$ cat config.mk
export PLATFORM = sky130hd
export DESIGN_NAME = day_time_duration_parser_top_flat
export DESIGN_NICKNAME = d
export VERILOG_FILES = /design/src/design/dtdp_pkg.sv /design/src/design/dtdp_if.sv /design/src/design/dtdp_front.sv /design/src/design/dtdp_queue.sv /design/src/design/dtdp_back.sv /design/src/design/day_time_duration_parser_top.sv /design/src/flat_wrapper.sv
export VERILOG_INCLUDE_DIRS = /design/src /design/src/design
export SDC_FILE = /design/constraint.sdc
export NUM_CORES = 2
export LEC_CHECK = 0
export BUFFER_PORTS_ARGS = -buffer_cell sky130_fd_sc_hd__buf_2
export CORE_MARGIN = 5
export CORE_UTILIZATION = 60
export DETAILED_ROUTE_END_ITERATION = 7
export MAX_ROUTING_LAYER = met4
export PLACE_DENSITY = 0.77
export SLEW_MARGIN = 25
export SYNTH_ARGS = -nofsm -noshare
export SYNTH_HDL_FRONTEND = slang
export SYNTH_SLANG_ARGS = --single-unit
export TNS_END_PERCENT = 100
$ cat constraint.sdc
create_clock -name i_clk -period 24.2 [get_ports i_clk]
set_input_delay 1.21 -clock i_clk [delete_from_list [all_inputs] [get_ports i_clk]]
set_output_delay 1.21 -clock i_clk [all_outputs]
set_load 0.01 [all_outputs]
$ cat src/design/day_time_duration_parser_top_macros.svh
// ----------------------------------------------------------------------------
// Assertion macros for the day-time duration parser
// Clocked on i_clk, disabled while i_rst_n is low.
// ----------------------------------------------------------------------------
`ifndef DAY_TIME_DURATION_PARSER_TOP_MACROS_SVH
`define DAY_TIME_DURATION_PARSER_TOP_MACROS_SVH
`ifndef NO_ASSERTIONS
`define DTDP_ASSERT(lbl, prop, msg) \
    lbl: assert property (@(posedge i_clk) disable iff (!i_rst_n) prop) else $error(msg);
`define DTDP_ASSERT_NEXT(lbl, ante, cons, msg) \
    lbl: assert property (@(posedge i_clk) disable iff (!i_rst_n) (ante) |=> (cons)) \
        else $error(msg);
`else
`define DTDP_ASSERT(lbl, prop, msg)
`define DTDP_ASSERT_NEXT(lbl, ante, cons, msg)
`endif
`endif

$ cat src/design/dtdp_pkg.sv
// ----------------------------------------------------------------------------
// dtdp_pkg
// Shared types, widths and codes of the day-time duration parser.
// ----------------------------------------------------------------------------
package dtdp_pkg;

    localparam int CHAR_W          = 8;
    localparam int STATUS_W        = 2;
    localparam int SECS_W          = 48;
    localparam int NANO_W          = 30;
    localparam int DIGIT_W         = 4;
    localparam int SECONDS_BITS_DEF = 48;
    localparam int FRAC_DIGITS_DEF = 9;
    localparam int QUEUE_DEPTH     = 4;
    localparam int PAD_IDX_W       = 4;
    localparam int CF_W            = 5;
    localparam int EF_W            = 2;

    localparam int MULT_W = 17;
    localparam logic [MULT_W-1:0] MULT_DAY  = 17'd86400;
    localparam logic [MULT_W-1:0] MULT_HOUR = 17'd3600;
    localparam logic [MULT_W-1:0] MULT_MIN  = 17'd60;
    localparam logic [MULT_W-1:0] MULT_SEC  = 17'd1;
    localparam logic [DIGIT_W-1:0] RADIX    = 4'd10;

    localparam logic [CHAR_W-1:0] CH_ZERO  = 8'h30;
    localparam logic [CHAR_W-1:0] CH_NINE  = 8'h39;
    localparam logic [CHAR_W-1:0] CH_MINUS = 8'h2D;
    localparam logic [CHAR_W-1:0] CH_DOT   = 8'h2E;
    localparam logic [CHAR_W-1:0] CH_P     = 8'h50;
    localparam logic [CHAR_W-1:0] CH_D     = 8'h44;
    localparam logic [CHAR_W-1:0] CH_T     = 8'h54;
    localparam logic [CHAR_W-1:0] CH_H     = 8'h48;
    localparam logic [CHAR_W-1:0] CH_M     = 8'h4D;
    localparam logic [CHAR_W-1:0] CH_S     = 8'h53;

    localparam logic [STATUS_W-1:0] ST_OK        = 2'd0;
    localparam logic [STATUS_W-1:0] ST_MALFORMED = 2'd1;
    localparam logic [STATUS_W-1:0] ST_OVERFLOW  = 2'd2;

    // component flag bits
    localparam int CF_D = 0;
    localparam int CF_T = 1;
    localparam int CF_H = 2;
    localparam int CF_M = 3;
    localparam int CF_S = 4;

    // error flag bits
    localparam int EF_MAL = 0;
    localparam int EF_OVF = 1;

    // fraction padding to nanoseconds, indexed by digits kept
    localparam logic [NANO_W-1:0] PAD_SCALE [10] = '{
        30'd1000000000, 30'd100000000, 30'd10000000, 30'd1000000, 30'd100000,
        30'd10000, 30'd1000, 30'd100, 30'd10, 30'd1
    };

    typedef enum logic [3:0] {
        TK_DIGIT,
        TK_MINUS,
        TK_P,
        TK_D,
        TK_T,
        TK_H,
        TK_M,
        TK_S,
        TK_DOT,
        TK_OTHER
    } t_tok;

    typedef struct packed {
        t_tok               kind;
        logic [DIGIT_W-1:0] digit;
        logic               last;
    } t_tok_beat;

endpackage

$ cat src/design/dtdp_if.sv
// ----------------------------------------------------------------------------
// dtdp_in_if / dtdp_out_if
// Valid/ready channels for text characters and parse results.
// ----------------------------------------------------------------------------
interface dtdp_in_if;
    logic                        valid;
    logic                        ready;
    logic [dtdp_pkg::CHAR_W-1:0] character;
    logic                        last_char;

    modport source (output valid, character, last_char, input ready);
    modport sink   (input valid, character, last_char, output ready);
endinterface

interface dtdp_out_if;
    logic                          valid;
    logic                          ready;
    logic [dtdp_pkg::STATUS_W-1:0] status;
    logic                          minus_flag;
    logic [dtdp_pkg::SECS_W-1:0]   whole_secs;
    logic [dtdp_pkg::NANO_W-1:0]   nano_part;

    modport source (output valid, status, minus_flag, whole_secs, nano_part,
                    input ready);
    modport sink   (input valid, status, minus_flag, whole_secs, nano_part,
                    output ready);
endinterface

$ cat src/design/dtdp_front.sv
// ----------------------------------------------------------------------------
// dtdp_front
// Accepts character beats and classifies them into parser tokens.
// ----------------------------------------------------------------------------
module dtdp_front (
    dtdp_in_if.sink                i_in,
    input  logic                   i_q_full,
    output logic                   o_push,
    output dtdp_pkg::t_tok_beat    o_push_data
);

    dtdp_pkg::t_tok kind;

    always_comb begin
        case (i_in.character) inside
            [dtdp_pkg::CH_ZERO:dtdp_pkg::CH_NINE]: kind = dtdp_pkg::TK_DIGIT;
            dtdp_pkg::CH_MINUS: kind = dtdp_pkg::TK_MINUS;
            dtdp_pkg::CH_P:     kind = dtdp_pkg::TK_P;
            dtdp_pkg::CH_D:     kind = dtdp_pkg::TK_D;
            dtdp_pkg::CH_T:     kind = dtdp_pkg::TK_T;
            dtdp_pkg::CH_H:     kind = dtdp_pkg::TK_H;
            dtdp_pkg::CH_M:     kind = dtdp_pkg::TK_M;
            dtdp_pkg::CH_S:     kind = dtdp_pkg::TK_S;
            dtdp_pkg::CH_DOT:   kind = dtdp_pkg::TK_DOT;
            default:            kind = dtdp_pkg::TK_OTHER;
        endcase
    end

    assign i_in.ready        = !i_q_full;
    assign o_push            = i_in.valid && !i_q_full;
    assign o_push_data.kind  = kind;
    assign o_push_data.digit = dtdp_pkg::DIGIT_W'(i_in.character - dtdp_pkg::CH_ZERO);
    assign o_push_data.last  = i_in.last_char;

endmodule

$ cat src/design/dtdp_queue.sv
// ----------------------------------------------------------------------------
// dtdp_queue
// Short token queue between the classifier and the parser.
// ----------------------------------------------------------------------------
`include "day_time_duration_parser_top_macros.svh"

module dtdp_queue #(
    parameter int DEPTH = dtdp_pkg::QUEUE_DEPTH
) (
    input  logic                i_clk,
    input  logic                i_rst_n,
    input  logic                i_push,
    input  dtdp_pkg::t_tok_beat i_push_data,
    output logic                o_full,
    output logic                o_valid,
    output dtdp_pkg::t_tok_beat o_data,
    input  logic                i_pop
);

    localparam int PTW = (DEPTH > 1) ? $clog2(DEPTH) : 1;
    localparam int CW  = $clog2(DEPTH + 1);

    dtdp_pkg::t_tok_beat r_mem [DEPTH];
    logic [PTW-1:0]      r_wr_ptr;
    logic [PTW-1:0]      r_rd_ptr;
    logic [CW-1:0]       r_count;

    assign o_full  = (r_count == CW'(DEPTH));
    assign o_valid = (r_count != '0);
    assign o_data  = r_mem[r_rd_ptr];

    always_ff @(posedge i_clk) begin
        if (i_push) begin
            r_mem[r_wr_ptr] <= i_push_data;
        end
    end

    always_ff @(posedge i_clk) begin
        if (!i_rst_n) begin
            r_wr_ptr <= '0;
            r_rd_ptr <= '0;
            r_count  <= '0;
        end else begin
            if (i_push) begin
                r_wr_ptr <= (r_wr_ptr == PTW'(DEPTH - 1)) ? '0 : r_wr_ptr + PTW'(1);
            end
            if (i_pop) begin
                r_rd_ptr <= (r_rd_ptr == PTW'(DEPTH - 1)) ? '0 : r_rd_ptr + PTW'(1);
            end
            if (i_push && !i_pop) begin
                r_count <= r_count + CW'(1);
            end else if (!i_push && i_pop) begin
                r_count <= r_count - CW'(1);
            end
        end
    end

    `DTDP_ASSERT(a_q_no_push_full, (i_push |-> !o_full), "push into full queue")
    `DTDP_ASSERT(a_q_no_pop_empty, (i_pop |-> o_valid), "pop from empty queue")
    `DTDP_ASSERT_NEXT(a_q_count_up, (i_push && !i_pop), (r_count == $past(r_count) + CW'(1)), "count lost a push")

endmodule

$ cat src/design/dtdp_back.sv
// ----------------------------------------------------------------------------
// dtdp_back
// Duration grammar, seconds accumulation and result register.
// ----------------------------------------------------------------------------
`include "day_time_duration_parser_top_macros.svh"

module dtdp_back #(
    parameter int SECONDS_BITS = dtdp_pkg::SECONDS_BITS_DEF,
    parameter int FRAC_DIGITS  = dtdp_pkg::FRAC_DIGITS_DEF
) (
    input  logic                i_clk,
    input  logic                i_rst_n,
    input  logic                i_q_valid,
    input  dtdp_pkg::t_tok_beat i_tok,
    output logic                o_pop,
    dtdp_out_if.source          o_out
);

    localparam int SB  = SECONDS_BITS;
    localparam int PW  = SB + dtdp_pkg::MULT_W + 1;
    localparam int FDW = $clog2(FRAC_DIGITS + 1);
    localparam int NW  = dtdp_pkg::NANO_W;
    localparam int SW  = dtdp_pkg::SECS_W;
    localparam int STW = dtdp_pkg::STATUS_W;
    localparam int IW  = dtdp_pkg::PAD_IDX_W;

    typedef enum logic [3:0] {
        PH_START,
        PH_SIGN,
        PH_AFTER_P,
        PH_DAY_NUM,
        PH_AFTER_D,
        PH_AFTER_T,
        PH_TIME_NUM,
        PH_AFTER_UNIT,
        PH_FRAC,
        PH_BAD
    } t_phase;

    t_phase                        r_phase, n_phase;
    logic                          r_sign, n_sign;
    logic [SB-1:0]                 r_acc, n_acc;
    logic [SB-1:0]                 r_sum, n_sum;
    logic [NW-1:0]                 r_frac, n_frac;
    logic [FDW-1:0]                r_fdig, n_fdig;
    logic [dtdp_pkg::CF_W-1:0]     r_cflags, n_cflags;
    logic [dtdp_pkg::EF_W-1:0]     r_err, n_err;

    logic                          r_out_valid;
    logic [STW-1:0]                r_out_status;
    logic                          r_out_neg;
    logic [SW-1:0]                 r_out_secs;
    logic [NW-1:0]                 r_out_nano;

    logic [SB+3:0]                 acc10;
    logic                          acc_ovf;
    logic [dtdp_pkg::MULT_W-1:0]   mult;
    logic [PW-1:0]                 prod_sum;
    logic                          comp_ovf;
    logic [NW+3:0]                 frac10;
    logic [2*NW-1:0]               nano_full;
    logic                          do_take, do_add, do_bad;
    logic                          fin_mal, fin_ok;
    logic [STW-1:0]                fin_status;
    logic                          is_dig;

    assign o_pop  = i_q_valid && (!r_out_valid || o_out.ready);
    assign is_dig = (i_tok.kind == dtdp_pkg::TK_DIGIT);

    // digit step and unit scaling
    always_comb begin
        acc10   = (SB+4)'(r_acc) * (SB+4)'(dtdp_pkg::RADIX) + (SB+4)'(i_tok.digit);
        acc_ovf = |acc10[SB+3:SB];
        case (i_tok.kind)
            dtdp_pkg::TK_D: mult = dtdp_pkg::MULT_DAY;
            dtdp_pkg::TK_H: mult = dtdp_pkg::MULT_HOUR;
            dtdp_pkg::TK_M: mult = dtdp_pkg::MULT_MIN;
            default:        mult = dtdp_pkg::MULT_SEC;
        endcase
        prod_sum  = PW'(r_acc) * PW'(mult) + PW'(r_sum);
        comp_ovf  = |prod_sum[PW-1:SB];
        frac10    = (NW+4)'(r_frac) * (NW+4)'(dtdp_pkg::RADIX) + (NW+4)'(i_tok.digit);
        nano_full = (2*NW)'(r_frac) * (2*NW)'(dtdp_pkg::PAD_SCALE[IW'(r_fdig)]);
    end

    always_comb begin
        n_phase  = r_phase;
        n_sign   = r_sign;
        n_frac   = r_frac;
        n_fdig   = r_fdig;
        n_cflags = r_cflags;
        do_take  = 1'b0;
        do_add   = 1'b0;
        do_bad   = 1'b0;

        unique case (r_phase)
            PH_START: begin
                if (i_tok.kind == dtdp_pkg::TK_MINUS) begin
                    n_sign  = 1'b1;
                    n_phase = PH_SIGN;
                end else if (i_tok.kind == dtdp_pkg::TK_P) begin
                    n_phase = PH_AFTER_P;
                end else begin
                    do_bad = 1'b1;
                end
            end
            PH_SIGN: begin
                if (i_tok.kind == dtdp_pkg::TK_P) begin
                    n_phase = PH_AFTER_P;
                end else begin
                    do_bad = 1'b1;
                end
            end
            PH_AFTER_P: begin
                if (is_dig) begin
                    do_take = 1'b1;
                    n_phase = PH_DAY_NUM;
                end else if (i_tok.kind == dtdp_pkg::TK_T) begin
                    n_cflags[dtdp_pkg::CF_T] = 1'b1;
                    n_phase = PH_AFTER_T;
                end else begin
                    do_bad = 1'b1;
                end
            end
            PH_DAY_NUM: begin
                if (is_dig) begin
                    do_take = 1'b1;
                end else if (i_tok.kind == dtdp_pkg::TK_D) begin
                    do_add = 1'b1;
                    n_cflags[dtdp_pkg::CF_D] = 1'b1;
                    n_phase = PH_AFTER_D;
                end else begin
                    do_bad = 1'b1;
                end
            end
            PH_AFTER_D: begin
                if (i_tok.kind == dtdp_pkg::TK_T) begin
                    n_cflags[dtdp_pkg::CF_T] = 1'b1;
                    n_phase = PH_AFTER_T;
                end else begin
                    do_bad = 1'b1;
                end
            end
            PH_AFTER_T: begin
                if (is_dig) begin
                    do_take = 1'b1;
                    n_phase = PH_TIME_NUM;
                end else begin
                    do_bad = 1'b1;
                end
            end
            PH_TIME_NUM: begin
                if (is_dig) begin
                    do_take = 1'b1;
                end else if (i_tok.kind == dtdp_pkg::TK_H && !r_cflags[dtdp_pkg::CF_H]
                             && !r_cflags[dtdp_pkg::CF_M] && !r_cflags[dtdp_pkg::CF_S]) begin
                    do_add = 1'b1;
                    n_cflags[dtdp_pkg::CF_H] = 1'b1;
                    n_phase = PH_AFTER_UNIT;
                end else if (i_tok.kind == dtdp_pkg::TK_M && !r_cflags[dtdp_pkg::CF_M]
                             && !r_cflags[dtdp_pkg::CF_S]) begin
                    do_add = 1'b1;
                    n_cflags[dtdp_pkg::CF_M] = 1'b1;
                    n_phase = PH_AFTER_UNIT;
                end else if (i_tok.kind == dtdp_pkg::TK_S && !r_cflags[dtdp_pkg::CF_S]) begin
                    do_add = 1'b1;
                    n_cflags[dtdp_pkg::CF_S] = 1'b1;
                    n_phase = PH_AFTER_UNIT;
                end else if (i_tok.kind == dtdp_pkg::TK_DOT && !r_cflags[dtdp_pkg::CF_S]) begin
                    do_add  = 1'b1;
                    n_phase = PH_FRAC;
                end else begin
                    do_bad = 1'b1;
                end
            end
            PH_AFTER_UNIT: begin
                if (is_dig && !r_cflags[dtdp_pkg::CF_S]) begin
                    do_take = 1'b1;
                    n_phase = PH_TIME_NUM;
                end else begin
                    do_bad = 1'b1;
                end
            end
            PH_FRAC: begin
                if (is_dig) begin
                    // digits past the kept count are dropped
                    if (r_fdig < FDW'(FRAC_DIGITS)) begin
                        n_frac = frac10[NW-1:0];
                        n_fdig = r_fdig + FDW'(1);
                    end
                end else if (i_tok.kind == dtdp_pkg::TK_S) begin
                    n_cflags[dtdp_pkg::CF_S] = 1'b1;
                    n_phase = PH_AFTER_UNIT;
                end else begin
                    do_bad = 1'b1;
                end
            end
            PH_BAD: begin
                n_phase = PH_BAD;
            end
            default: begin
                n_phase = PH_BAD;
            end
        endcase

        n_acc = r_acc;
        n_sum = r_sum;
        n_err = r_err;
        if (do_take) begin
            if (acc_ovf) begin
                n_acc = '1;
                n_err[dtdp_pkg::EF_OVF] = 1'b1;
            end else begin
                n_acc = acc10[SB-1:0];
            end
        end
        if (do_add) begin
            n_acc = '0;
            if (comp_ovf) begin
                n_err[dtdp_pkg::EF_OVF] = 1'b1;
            end else begin
                n_sum = prod_sum[SB-1:0];
            end
        end
        if (do_bad) begin
            n_err[dtdp_pkg::EF_MAL] = 1'b1;
            n_phase = PH_BAD;
        end

        fin_mal = n_err[dtdp_pkg::EF_MAL]
                  || (n_phase != PH_AFTER_D && n_phase != PH_AFTER_UNIT);
        fin_ok  = !fin_mal && !n_err[dtdp_pkg::EF_OVF];
        if (fin_mal) begin
            fin_status = dtdp_pkg::ST_MALFORMED;
        end else if (n_err[dtdp_pkg::EF_OVF]) begin
            fin_status = dtdp_pkg::ST_OVERFLOW;
        end else begin
            fin_status = dtdp_pkg::ST_OK;
        end
    end

    always_ff @(posedge i_clk) begin
        if (!i_rst_n) begin
            r_phase     <= PH_START;
            r_sign      <= 1'b0;
            r_acc       <= '0;
            r_sum       <= '0;
            r_frac      <= '0;
            r_fdig      <= '0;
            r_cflags    <= '0;
            r_err       <= '0;
            r_out_valid <= 1'b0;
        end else begin
            if (o_out.ready) begin
                r_out_valid <= 1'b0;
            end
            if (o_pop) begin
                if (i_tok.last) begin
                    r_phase      <= PH_START;
                    r_sign       <= 1'b0;
                    r_acc        <= '0;
                    r_sum        <= '0;
                    r_frac       <= '0;
                    r_fdig       <= '0;
                    r_cflags     <= '0;
                    r_err        <= '0;
                    r_out_valid  <= 1'b1;
                    r_out_status <= fin_status;
                    r_out_neg    <= fin_ok && r_sign && (n_sum != '0 || r_frac != '0);
                    r_out_secs   <= fin_ok ? SW'(n_sum) : '0;
                    r_out_nano   <= fin_ok ? nano_full[NW-1:0] : '0;
                end else begin
                    r_phase  <= n_phase;
                    r_sign   <= n_sign;
                    r_acc    <= n_acc;
                    r_sum    <= n_sum;
                    r_frac   <= n_frac;
                    r_fdig   <= n_fdig;
                    r_cflags <= n_cflags;
                    r_err    <= n_err;
                end
            end
        end
    end

    assign o_out.valid       = r_out_valid;
    assign o_out.status      = r_out_status;
    assign o_out.minus_flag  = r_out_neg;
    assign o_out.whole_secs  = r_out_secs;
    assign o_out.nano_part   = r_out_nano;

    `DTDP_ASSERT_NEXT(a_bk_clear_on_last, (o_pop && i_tok.last),
        (r_phase == PH_START && r_err == '0 && r_out_valid),
        "parser not cleared after last beat")
    `DTDP_ASSERT(a_bk_neg_nonzero, ((r_out_valid && r_out_neg) |->
        (r_out_status == dtdp_pkg::ST_OK && (r_out_secs != '0 || r_out_nano != '0))),
        "negative sign on zero or failed result")
    `DTDP_ASSERT(a_bk_fail_zero, ((r_out_valid && r_out_status != dtdp_pkg::ST_OK) |->
        (r_out_secs == '0 && r_out_nano == '0)), "failed result carries a value")

endmodule

$ cat src/design/day_time_duration_parser_top.sv
// ----------------------------------------------------------------------------
// day_time_duration_parser_top
// Parses a day-time duration text (-P3DT4H5M6.25S form) one character a beat.
// ----------------------------------------------------------------------------
// One character is taken per clock cycle whenever the token queue has room;
// characters flow through a classifier, a short queue and the grammar engine,
// and the result enters the output register when the beat marked last is
// popped. The grammar engine's path is set by the unit scaling of the
// digit accumulator (multiply by 86400/3600/60) plus the add into the running
// seconds total. A result is given only for the last character; it carries
// status (ok, malformed, seconds overflow), the sign, whole seconds and
// nanoseconds, and the parser is ready for the next text on the next beat.
// ----------------------------------------------------------------------------
module day_time_duration_parser_top #(
    parameter int SECONDS_BITS = dtdp_pkg::SECONDS_BITS_DEF,
    parameter int FRAC_DIGITS  = dtdp_pkg::FRAC_DIGITS_DEF
) (
    input  logic       i_clk,
    input  logic       i_rst_n,
    dtdp_in_if.sink    i_in,
    dtdp_out_if.source o_out
);

    logic                push;
    dtdp_pkg::t_tok_beat push_data;
    logic                q_full;
    logic                q_valid;
    dtdp_pkg::t_tok_beat q_data;
    logic                pop;

    dtdp_front u_front (
        .i_in        (i_in),
        .i_q_full    (q_full),
        .o_push      (push),
        .o_push_data (push_data)
    );

    dtdp_queue #(
        .DEPTH (dtdp_pkg::QUEUE_DEPTH)
    ) u_queue (
        .i_clk       (i_clk),
        .i_rst_n     (i_rst_n),
        .i_push      (push),
        .i_push_data (push_data),
        .o_full      (q_full),
        .o_valid     (q_valid),
        .o_data      (q_data),
        .i_pop       (pop)
    );

    dtdp_back #(
        .SECONDS_BITS (SECONDS_BITS),
        .FRAC_DIGITS  (FRAC_DIGITS)
    ) u_back (
        .i_clk     (i_clk),
        .i_rst_n   (i_rst_n),
        .i_q_valid (q_valid),
        .i_tok     (q_data),
        .o_pop     (pop),
        .o_out     (o_out)
    );

endmodule
$ cat src/flat_wrapper.sv
// flat-port wrapper written by rule: the top's interface ports become plain ports
module day_time_duration_parser_top_flat 
#(
    parameter int SECONDS_BITS = dtdp_pkg::SECONDS_BITS_DEF,
    parameter int FRAC_DIGITS  = dtdp_pkg::FRAC_DIGITS_DEF
)
  (i_clk, i_rst_n, i_in_valid, i_in_character, i_in_last_char, i_in_ready, o_out_valid, o_out_status, o_out_minus_flag, o_out_whole_secs, o_out_nano_part, o_out_ready);
  dtdp_in_if i_in_i ();
  dtdp_out_if o_out_i ();
  input  logic i_clk;
  input  logic i_rst_n;
  input wire logic [$bits(i_in_i.valid)-1:0] i_in_valid;
  input wire logic [$bits(i_in_i.character)-1:0] i_in_character;
  input wire logic [$bits(i_in_i.last_char)-1:0] i_in_last_char;
  output wire logic [$bits(i_in_i.ready)-1:0] i_in_ready;
  output wire logic [$bits(o_out_i.valid)-1:0] o_out_valid;
  output wire logic [$bits(o_out_i.status)-1:0] o_out_status;
  output wire logic [$bits(o_out_i.minus_flag)-1:0] o_out_minus_flag;
  output wire logic [$bits(o_out_i.whole_secs)-1:0] o_out_whole_secs;
  output wire logic [$bits(o_out_i.nano_part)-1:0] o_out_nano_part;
  input wire logic [$bits(o_out_i.ready)-1:0] o_out_ready;
  assign i_in_i.valid = i_in_valid;
  assign i_in_i.character = i_in_character;
  assign i_in_i.last_char = i_in_last_char;
  assign i_in_ready = i_in_i.ready;
  assign o_out_valid = o_out_i.valid;
  assign o_out_status = o_out_i.status;
  assign o_out_minus_flag = o_out_i.minus_flag;
  assign o_out_whole_secs = o_out_i.whole_secs;
  assign o_out_nano_part = o_out_i.nano_part;
  assign o_out_i.ready = o_out_ready;
  day_time_duration_parser_top #(.SECONDS_BITS(SECONDS_BITS), .FRAC_DIGITS(FRAC_DIGITS)) u_core (.i_clk(i_clk), .i_rst_n(i_rst_n), .i_in(i_in_i), .o_out(o_out_i));
endmodule
==> Yosys cells after proc, flatten, opt, wreduce, memory -nomap -nowiden <==
Memory sizes are Yosys's and may differ from the RTL's. A register that Yosys moved wholly into a read port is not among the register bits.
Index checks and enable logic that the tools add are counted.
{ "word_totals": {"ramBits": 36, "output_inout_bits": 83, "mem_count": 2, "elab_cells": 244, "mem_bits_ro": 480, "register_bits": 230, "latch_bits": 0} }
{ "classes": {"n_eq_ne": 38, "mul": 4, "n_reduce_logical": 57, "n_lt_le_gt_ge": 4, "n_bitwise": 1, "div": 0, "n_mux": 110, "n_shift": 0, "addsub": 9} }
{ "memory_table": {"columns": ["name", "depth", "word_bits", "read_ports", "rd_clocked_by_memory_dff", "write_ports", "line_no", "source"], "rows": [
  ["(no name shown)", 16, 30, 1, 0, 0, "dtdp_back.sv:83", "nano_full = (2*NW)'(r_frac) * (2*NW)'(dtdp_pkg::PAD_SCALE[IW'(r_fdig)]);"],
  ["u_core.u_queue.r_mem", 4, 9, 1, 1, 1, "dtdp_queue.sv:23", "dtdp_pkg::t_tok_beat r_mem [DEPTH];"]
]} }
{ "ops": {"columns": ["cell", "count"], "rows": [
  ["$mux 48", 7],
  ["$mux 30", 6],
  ["$mux 4", 29],
  ["$add 65x48->66", 1],
  ["$mul 48x17->65", 1],
  ["$add 52x4->52", 1],
  ["$mul 48x3->51 const B", 1],
  ["$pmux 17 s3", 1],
  ["$mux 1", 49],
  ["$eq 8x7->1 const B", 6],
  ["$reduce_bool 48->1", 1],
  ["$pmux 4 s9", 1],
  ["$eq 4x3->1 const B", 8],
  ["$add 30x4->30", 1],
  ["$mul 30x3->29 const B", 1],
  ["$mul 30x30->30", 1],
  ["$reduce_bool 30->1", 1],
  ["$ne 3x2->1 const B", 7],
  ["$reduce_bool 2->1", 9],
  ["$reduce_or 18->1", 1],
  ["$logic_and 1x1->1", 17],
  ["$eq 4x2->1 const B", 4],
  ["$eq 8x6->1 const B", 2],
  ["$mux 2", 8],
  ["30 further kinds", 59]
]} }

==> Depth between registers and ports, before layout <==
{ "depth": {"word_depth": 16, "depth_mapped": 37, "depth_no_buf": 31} }

==> Hierarchy <==
From an unflattened synthesis, not the netlist that was laid out.
{ "hier_totals": {"cells_unflattened": 5953, "hier_area_um2": 54524.8} }
{ "by_module_without_submodules": {"columns": ["module", "n_inst", "cells_each", "area_each_um2"], "rows": [
  ["dtdp_back", 1, 5813, 52441.5],
  ["dtdp_queue", 1, 91, 1759.2],
  ["dtdp_front", 1, 49, 324.1]
]} }

==> Least setup slack after synthesis <==
OpenSTA, ideal clock, no wires.
{ "synth_path": {"path_type": "register to register", "startpoint": "register (tool-made name)", "endpoint": "register u_core.u_back.r_out_secs[0] (netlist: u_core.u_back.o_out.whole_secs[0]), data pin", "path_stages_with_launch": 36, "arrival_time_ns": 9.658, "required_time_ns": 23.943, "period_less_slack_ns": 9.914, "path_slack_ns": 14.286, "cell_sequence": "dfxtp_1 -> clkbuf_1 -> mux4_2 -> nand2b_1 -> nor2_1 -> clkbuf_1 -> nor2_1 -> clkbuf_1 -> nor2b_1 -> fa_1 -> inv_1 -> fa_1 -> fa_1 -> inv_1 -> fa_1 -> fa_1 -> inv_1 -> fa_1 -> inv_1 -> ha_1 -> clkbuf_1 -> nand2_1 -> nor2_1 -> nand2_1 -> or3_1 -> or3_1 -> o32a_1 -> a31oi_1 -> a31oi_1 -> xnor2_1 -> or4_1 -> nor4_4 -> buf_4 -> buf_6 -> mux2i_1 -> nor2_1"} }
{ "synth_lines": {"columns": ["element", "line_no", "source"], "rows": [
  ["end signal: assignment", "dtdp_back.sv:270", "r_out_secs <= fin_ok ? SW'(n_sum) : '0;"],
  ["end: declaration", "dtdp_back.sv:52", "logic [SW-1:0] r_out_secs;"]
]} }

==> impl_metrics.csv <==
group,metric,value,unit
worst_setup_path,required,24.61,ns
place,gp_congestion,0.973,
yosys,synthSimpleGateAreaFrac,16.0,%
yosys,yosys.area_share.adder,46.4,%
yosys,synth_flop_cell,"dfxtp_1",
timing,worst_slew_pin_slew,1.16,ns
drt,drt-initial-drc-count,3670,
timing,tns,0,ns
worst_setup_path,worstPathArrival,12.69,ns
global_route,grt_pass1_wl,234000,um
timing,finalCriticalPeriod,12.28,ns
worst_setup_path,timing_worst_setup_path_type,"reg -> reg",
clocking,clk_pin_slew,0.06,ns
timing,relSlewSlack,22.5,%
yosys,avgSynthCellArea,9.15,um2
yosys,ys.warnings.count,0,
global_route,grt_usage,31.6,%
run,max-cap-violations,0,
drt,vias_per_cell,5.98,
clocking,post_cts_buffers,0,
worst_setup_path,crit_top_cell,"fa_1",
yosys,netlist_area,53900,um2
die,start_util,60.1,%
place,portBuffers,95,
hold_path,holdCritPathClass,"reg -> reg",
clocking,clockBufferDepth,3,
clocking,hold_buffers,0,
clocking,clk_latency,0.59,ns
yosys,muxShareOfSynthArea,1.61,%
drt,drtAntennaViolNets,0,
yosys,yosysUniqueCellTypes,92,
yosys,ys_seq_elements,267,
worst_setup_path,endpoint_kind,"flop",
drt,vias,42100,
final_layout,areaGrowthSynthToFinish,5.04,%
global_route,grt_antenna_before_repair,4,
die,dieArea,95900,um2
clocking,clock_sinks,267,
yosys,synth-compound-area-share,10.3,%
die,io_pins,96,
timing,fmax,81.4,MHz
die,fp.dieH,310,um
clocking,cts-root-buf,"clkbuf_16",
final_layout,final_layout_size_suffix_gt1_share,5.55,%
timing,setup-violations-final,0,
power_and_ir_drop,leakage,28.4,nW
final_layout,fill_cells,7364,
final_layout,ff_latch_area,6520,um2
global_route,grt_pass1_vias,43400,
yosys,yosys.area.top_type_share,32.3,%
yosys,synth_top_family_by_area,"adder cells",
yosys,syn_inst,5891,
worst_setup_path,max_stage_delay,0.93,ns
yosys,async_flop_share,0,%
timing,fin_crit_sh,50.7,%
place,hpwlAfterDp,115000,um
drt,drt_first_pass_iters,7,
timing,clock_skew,0.0268,ns
yosys,synth.largest_area_cell,"fa_1",
drt,drt_wl_total,144000,um
die,fp.dieW,310,um
yosys,seq_area_frac_synth,12.1,%
worst_setup_path,cp-start-kind,"flop",
drt,drc_errors,0,
power_and_ir_drop,finalPower,1.99,mW
final_layout,layout.nets,7320,
power_and_ir_drop,ir_drop,0.0705,mV
clocking,cts_tree,"done",
global_route,gr-total-overflow,0,
timing,report.final.slew_viol_count,0,
clocking,htreeDepth,2,
final_layout,multi_input_area,42600,um2
yosys,synth.top_cells.by_area,"fa_1 (32%), ha_1 (14%), inv_1 (7.2%), edfxtp_1 (6.5%), dfxtp_1 (5.6%)",
timing,hold_violations,0,
worst_setup_path,crit_fanout,50,
power_and_ir_drop,p_per_area,35.1,nW/um2
yosys,synth_edf_count,117,
outcome,status,"complete, no violations",
die,rows,110,
yosys,yosys.area_share.xor_xnor,4.31,%
drt,wire_per_inst,20.5,um
clocking,cts_resized,0,
timing,rsz0062_at_grt,"false",
clocking,numCtsBuffers,35,
die,core,89600,um2
worst_setup_path,cpMaxStageDelayCell,"or2_2",
global_route,grt_max_degree,117,
-- stage by stage --
step | util, % | cell area (um2) | hold slack (ns) | worst slack (ns) | std cells
after detailed placement | 61.8 | 55400 | 0.470 | 12.19 | 6971
after floorplan | - | 54000 | 0.431 | 14.29 | 5923
after CTS | 63.2 | 56600 | 0.479 | 12.11 | 7034
after global placement | 61.8 | 55400 | 0.454 | 12.43 | 6971
after global routing | 63.2 | 56600 | 0.501 | 11.24 | 7037
final | 63.2 | 56600 | 0.483 | 11.92 | 7038
-- cells in the mapped netlist, drive strengths merged, types with 30 or more instances --
library cell  instances
a21o                107
a21oi               160
a221o                45
a22oi                30
a31o                 38
and2                242
and3                 95
buf                  44
clkbuf              243
dfxtp               150
edfxtp              117
fa                  870
ha                  605
inv                1034
mux2i                64
nand2               507
nand2b               37
nand3               120
nand4                73
nor2                280
nor2b               103
nor3                 65
nor4                 45
o211ai               62
o21ai               121
xnor2               184
xor2                 81
-- cell usage in the layout (no fill, tap or decap), drive strengths merged, types with 38 or more instances in the layout --
cell / count
a21o: 107
a21oi: 160
a221o: 45
a31o: 38
and2: 242
and3: 95
buf: 159
dfxtp: 150
edfxtp: 117
fa: 870
ha: 605
inv: 1041
mux2i: 64
nand2: 507
nand3: 120
nand4: 73
nor2: 280
nor2b: 103
nor3: 65
nor4: 45
o211ai: 62
o21ai: 121
xnor2: 184
xor2: 81
-- power by group --
part | internal, mW | total, mW | switching, mW
clock | 0.308 | 0.556 | 0.248
combinational | 0.279 | 0.875 | 0.596
sequential | 0.523 | 0.554 | 0.0314
total | 1.11 | 1.99 | 0.876
-- logic make-up after synthesis --
| family | after synthesis |
|---|---|
| XOR/XNOR | 265 |
| adder cells (fa/ha/maj) | 1475 |
| other | 2 |
| buffers and inverters | 1321 |
| AND/OR/NAND/NOR | 1694 |
| multiplexers | 76 |
| flip-flops | 267 |
| AO/OA/AOI/OAI | 791 |
-- final timing paths --
kind	startpoint	to	slack, ns	cells past startpoint
worst max-delay path	flop	u_core.u_back.r_sum[43]	11.92	33
worst min-delay path	u_core.u_back.r_frac[29]	u_core.u_back.r_frac[29]	0.48	2
worst max register to register	flop	u_core.u_back.r_sum[43]	11.92	33
worst min register to register	u_core.u_back.r_frac[29]	u_core.u_back.r_frac[29]	0.48	2
-- sequential cells by signal, summed over array words and instances, names as in the netlist, named ones only --
register,count
u_core.u_queue.r_count,3
u_core.u_back.r_cflags,3
u_core.u_back.o_out.nano_part,30
u_core.u_back.r_sign,1
u_core.u_back.o_out.whole_secs,48
u_core.u_queue.r_wr_ptr,2
u_core.u_back.r_frac,30
u_core.u_back.o_out.valid,1
u_core.u_back.r_sum,48
u_core.u_back.r_fdig,4
u_core.u_back.o_out.status,2
u_core.u_back.r_err,2
u_core.u_queue.r_rd_ptr,2
u_core.u_back.o_out.minus_flag,1
u_core.u_queue.r_mem,36
u_core.u_back.r_acc,48
u_core.u_back.r_phase,4
-- worst max-delay path: cells and delay by family, from the launching register on --
kind / cells / cell delay, ns
adders and majority gates: 7 / 3.27
muxes: 1 / 0.66
DFF: 1 / 0.67
AOI/OAI and AO/OA: 4 / 1.37
and+or+nand+nor: 13 / 3.92
buffers and inverters: 8 / 2.08
-- metal layers --
layer	routed length [um]	part of all wire, %	up-vias	GRT usage, %
li1	-	-	19100	-
met4	6220	4.3	0	11.6
met3	12600	8.7	352	5.69
met1	58500	41	20800	40.8
met5	0	0	-	-
met2	67000	46	1761	50.4
-- layout make-up --
cell class,count,area share (%)
Clock buffer,37,1.56
Inverter,1034,6.86
Multi-Input combinational cell,4335,75.2
Sequential cell,267,11.5
Antenna cell,4,0.0177
Clock inverter,26,0.564
Tap cell,1176,2.60
Timing Repair Buffer,159,1.70
Power figures use the tool's default switching activity.
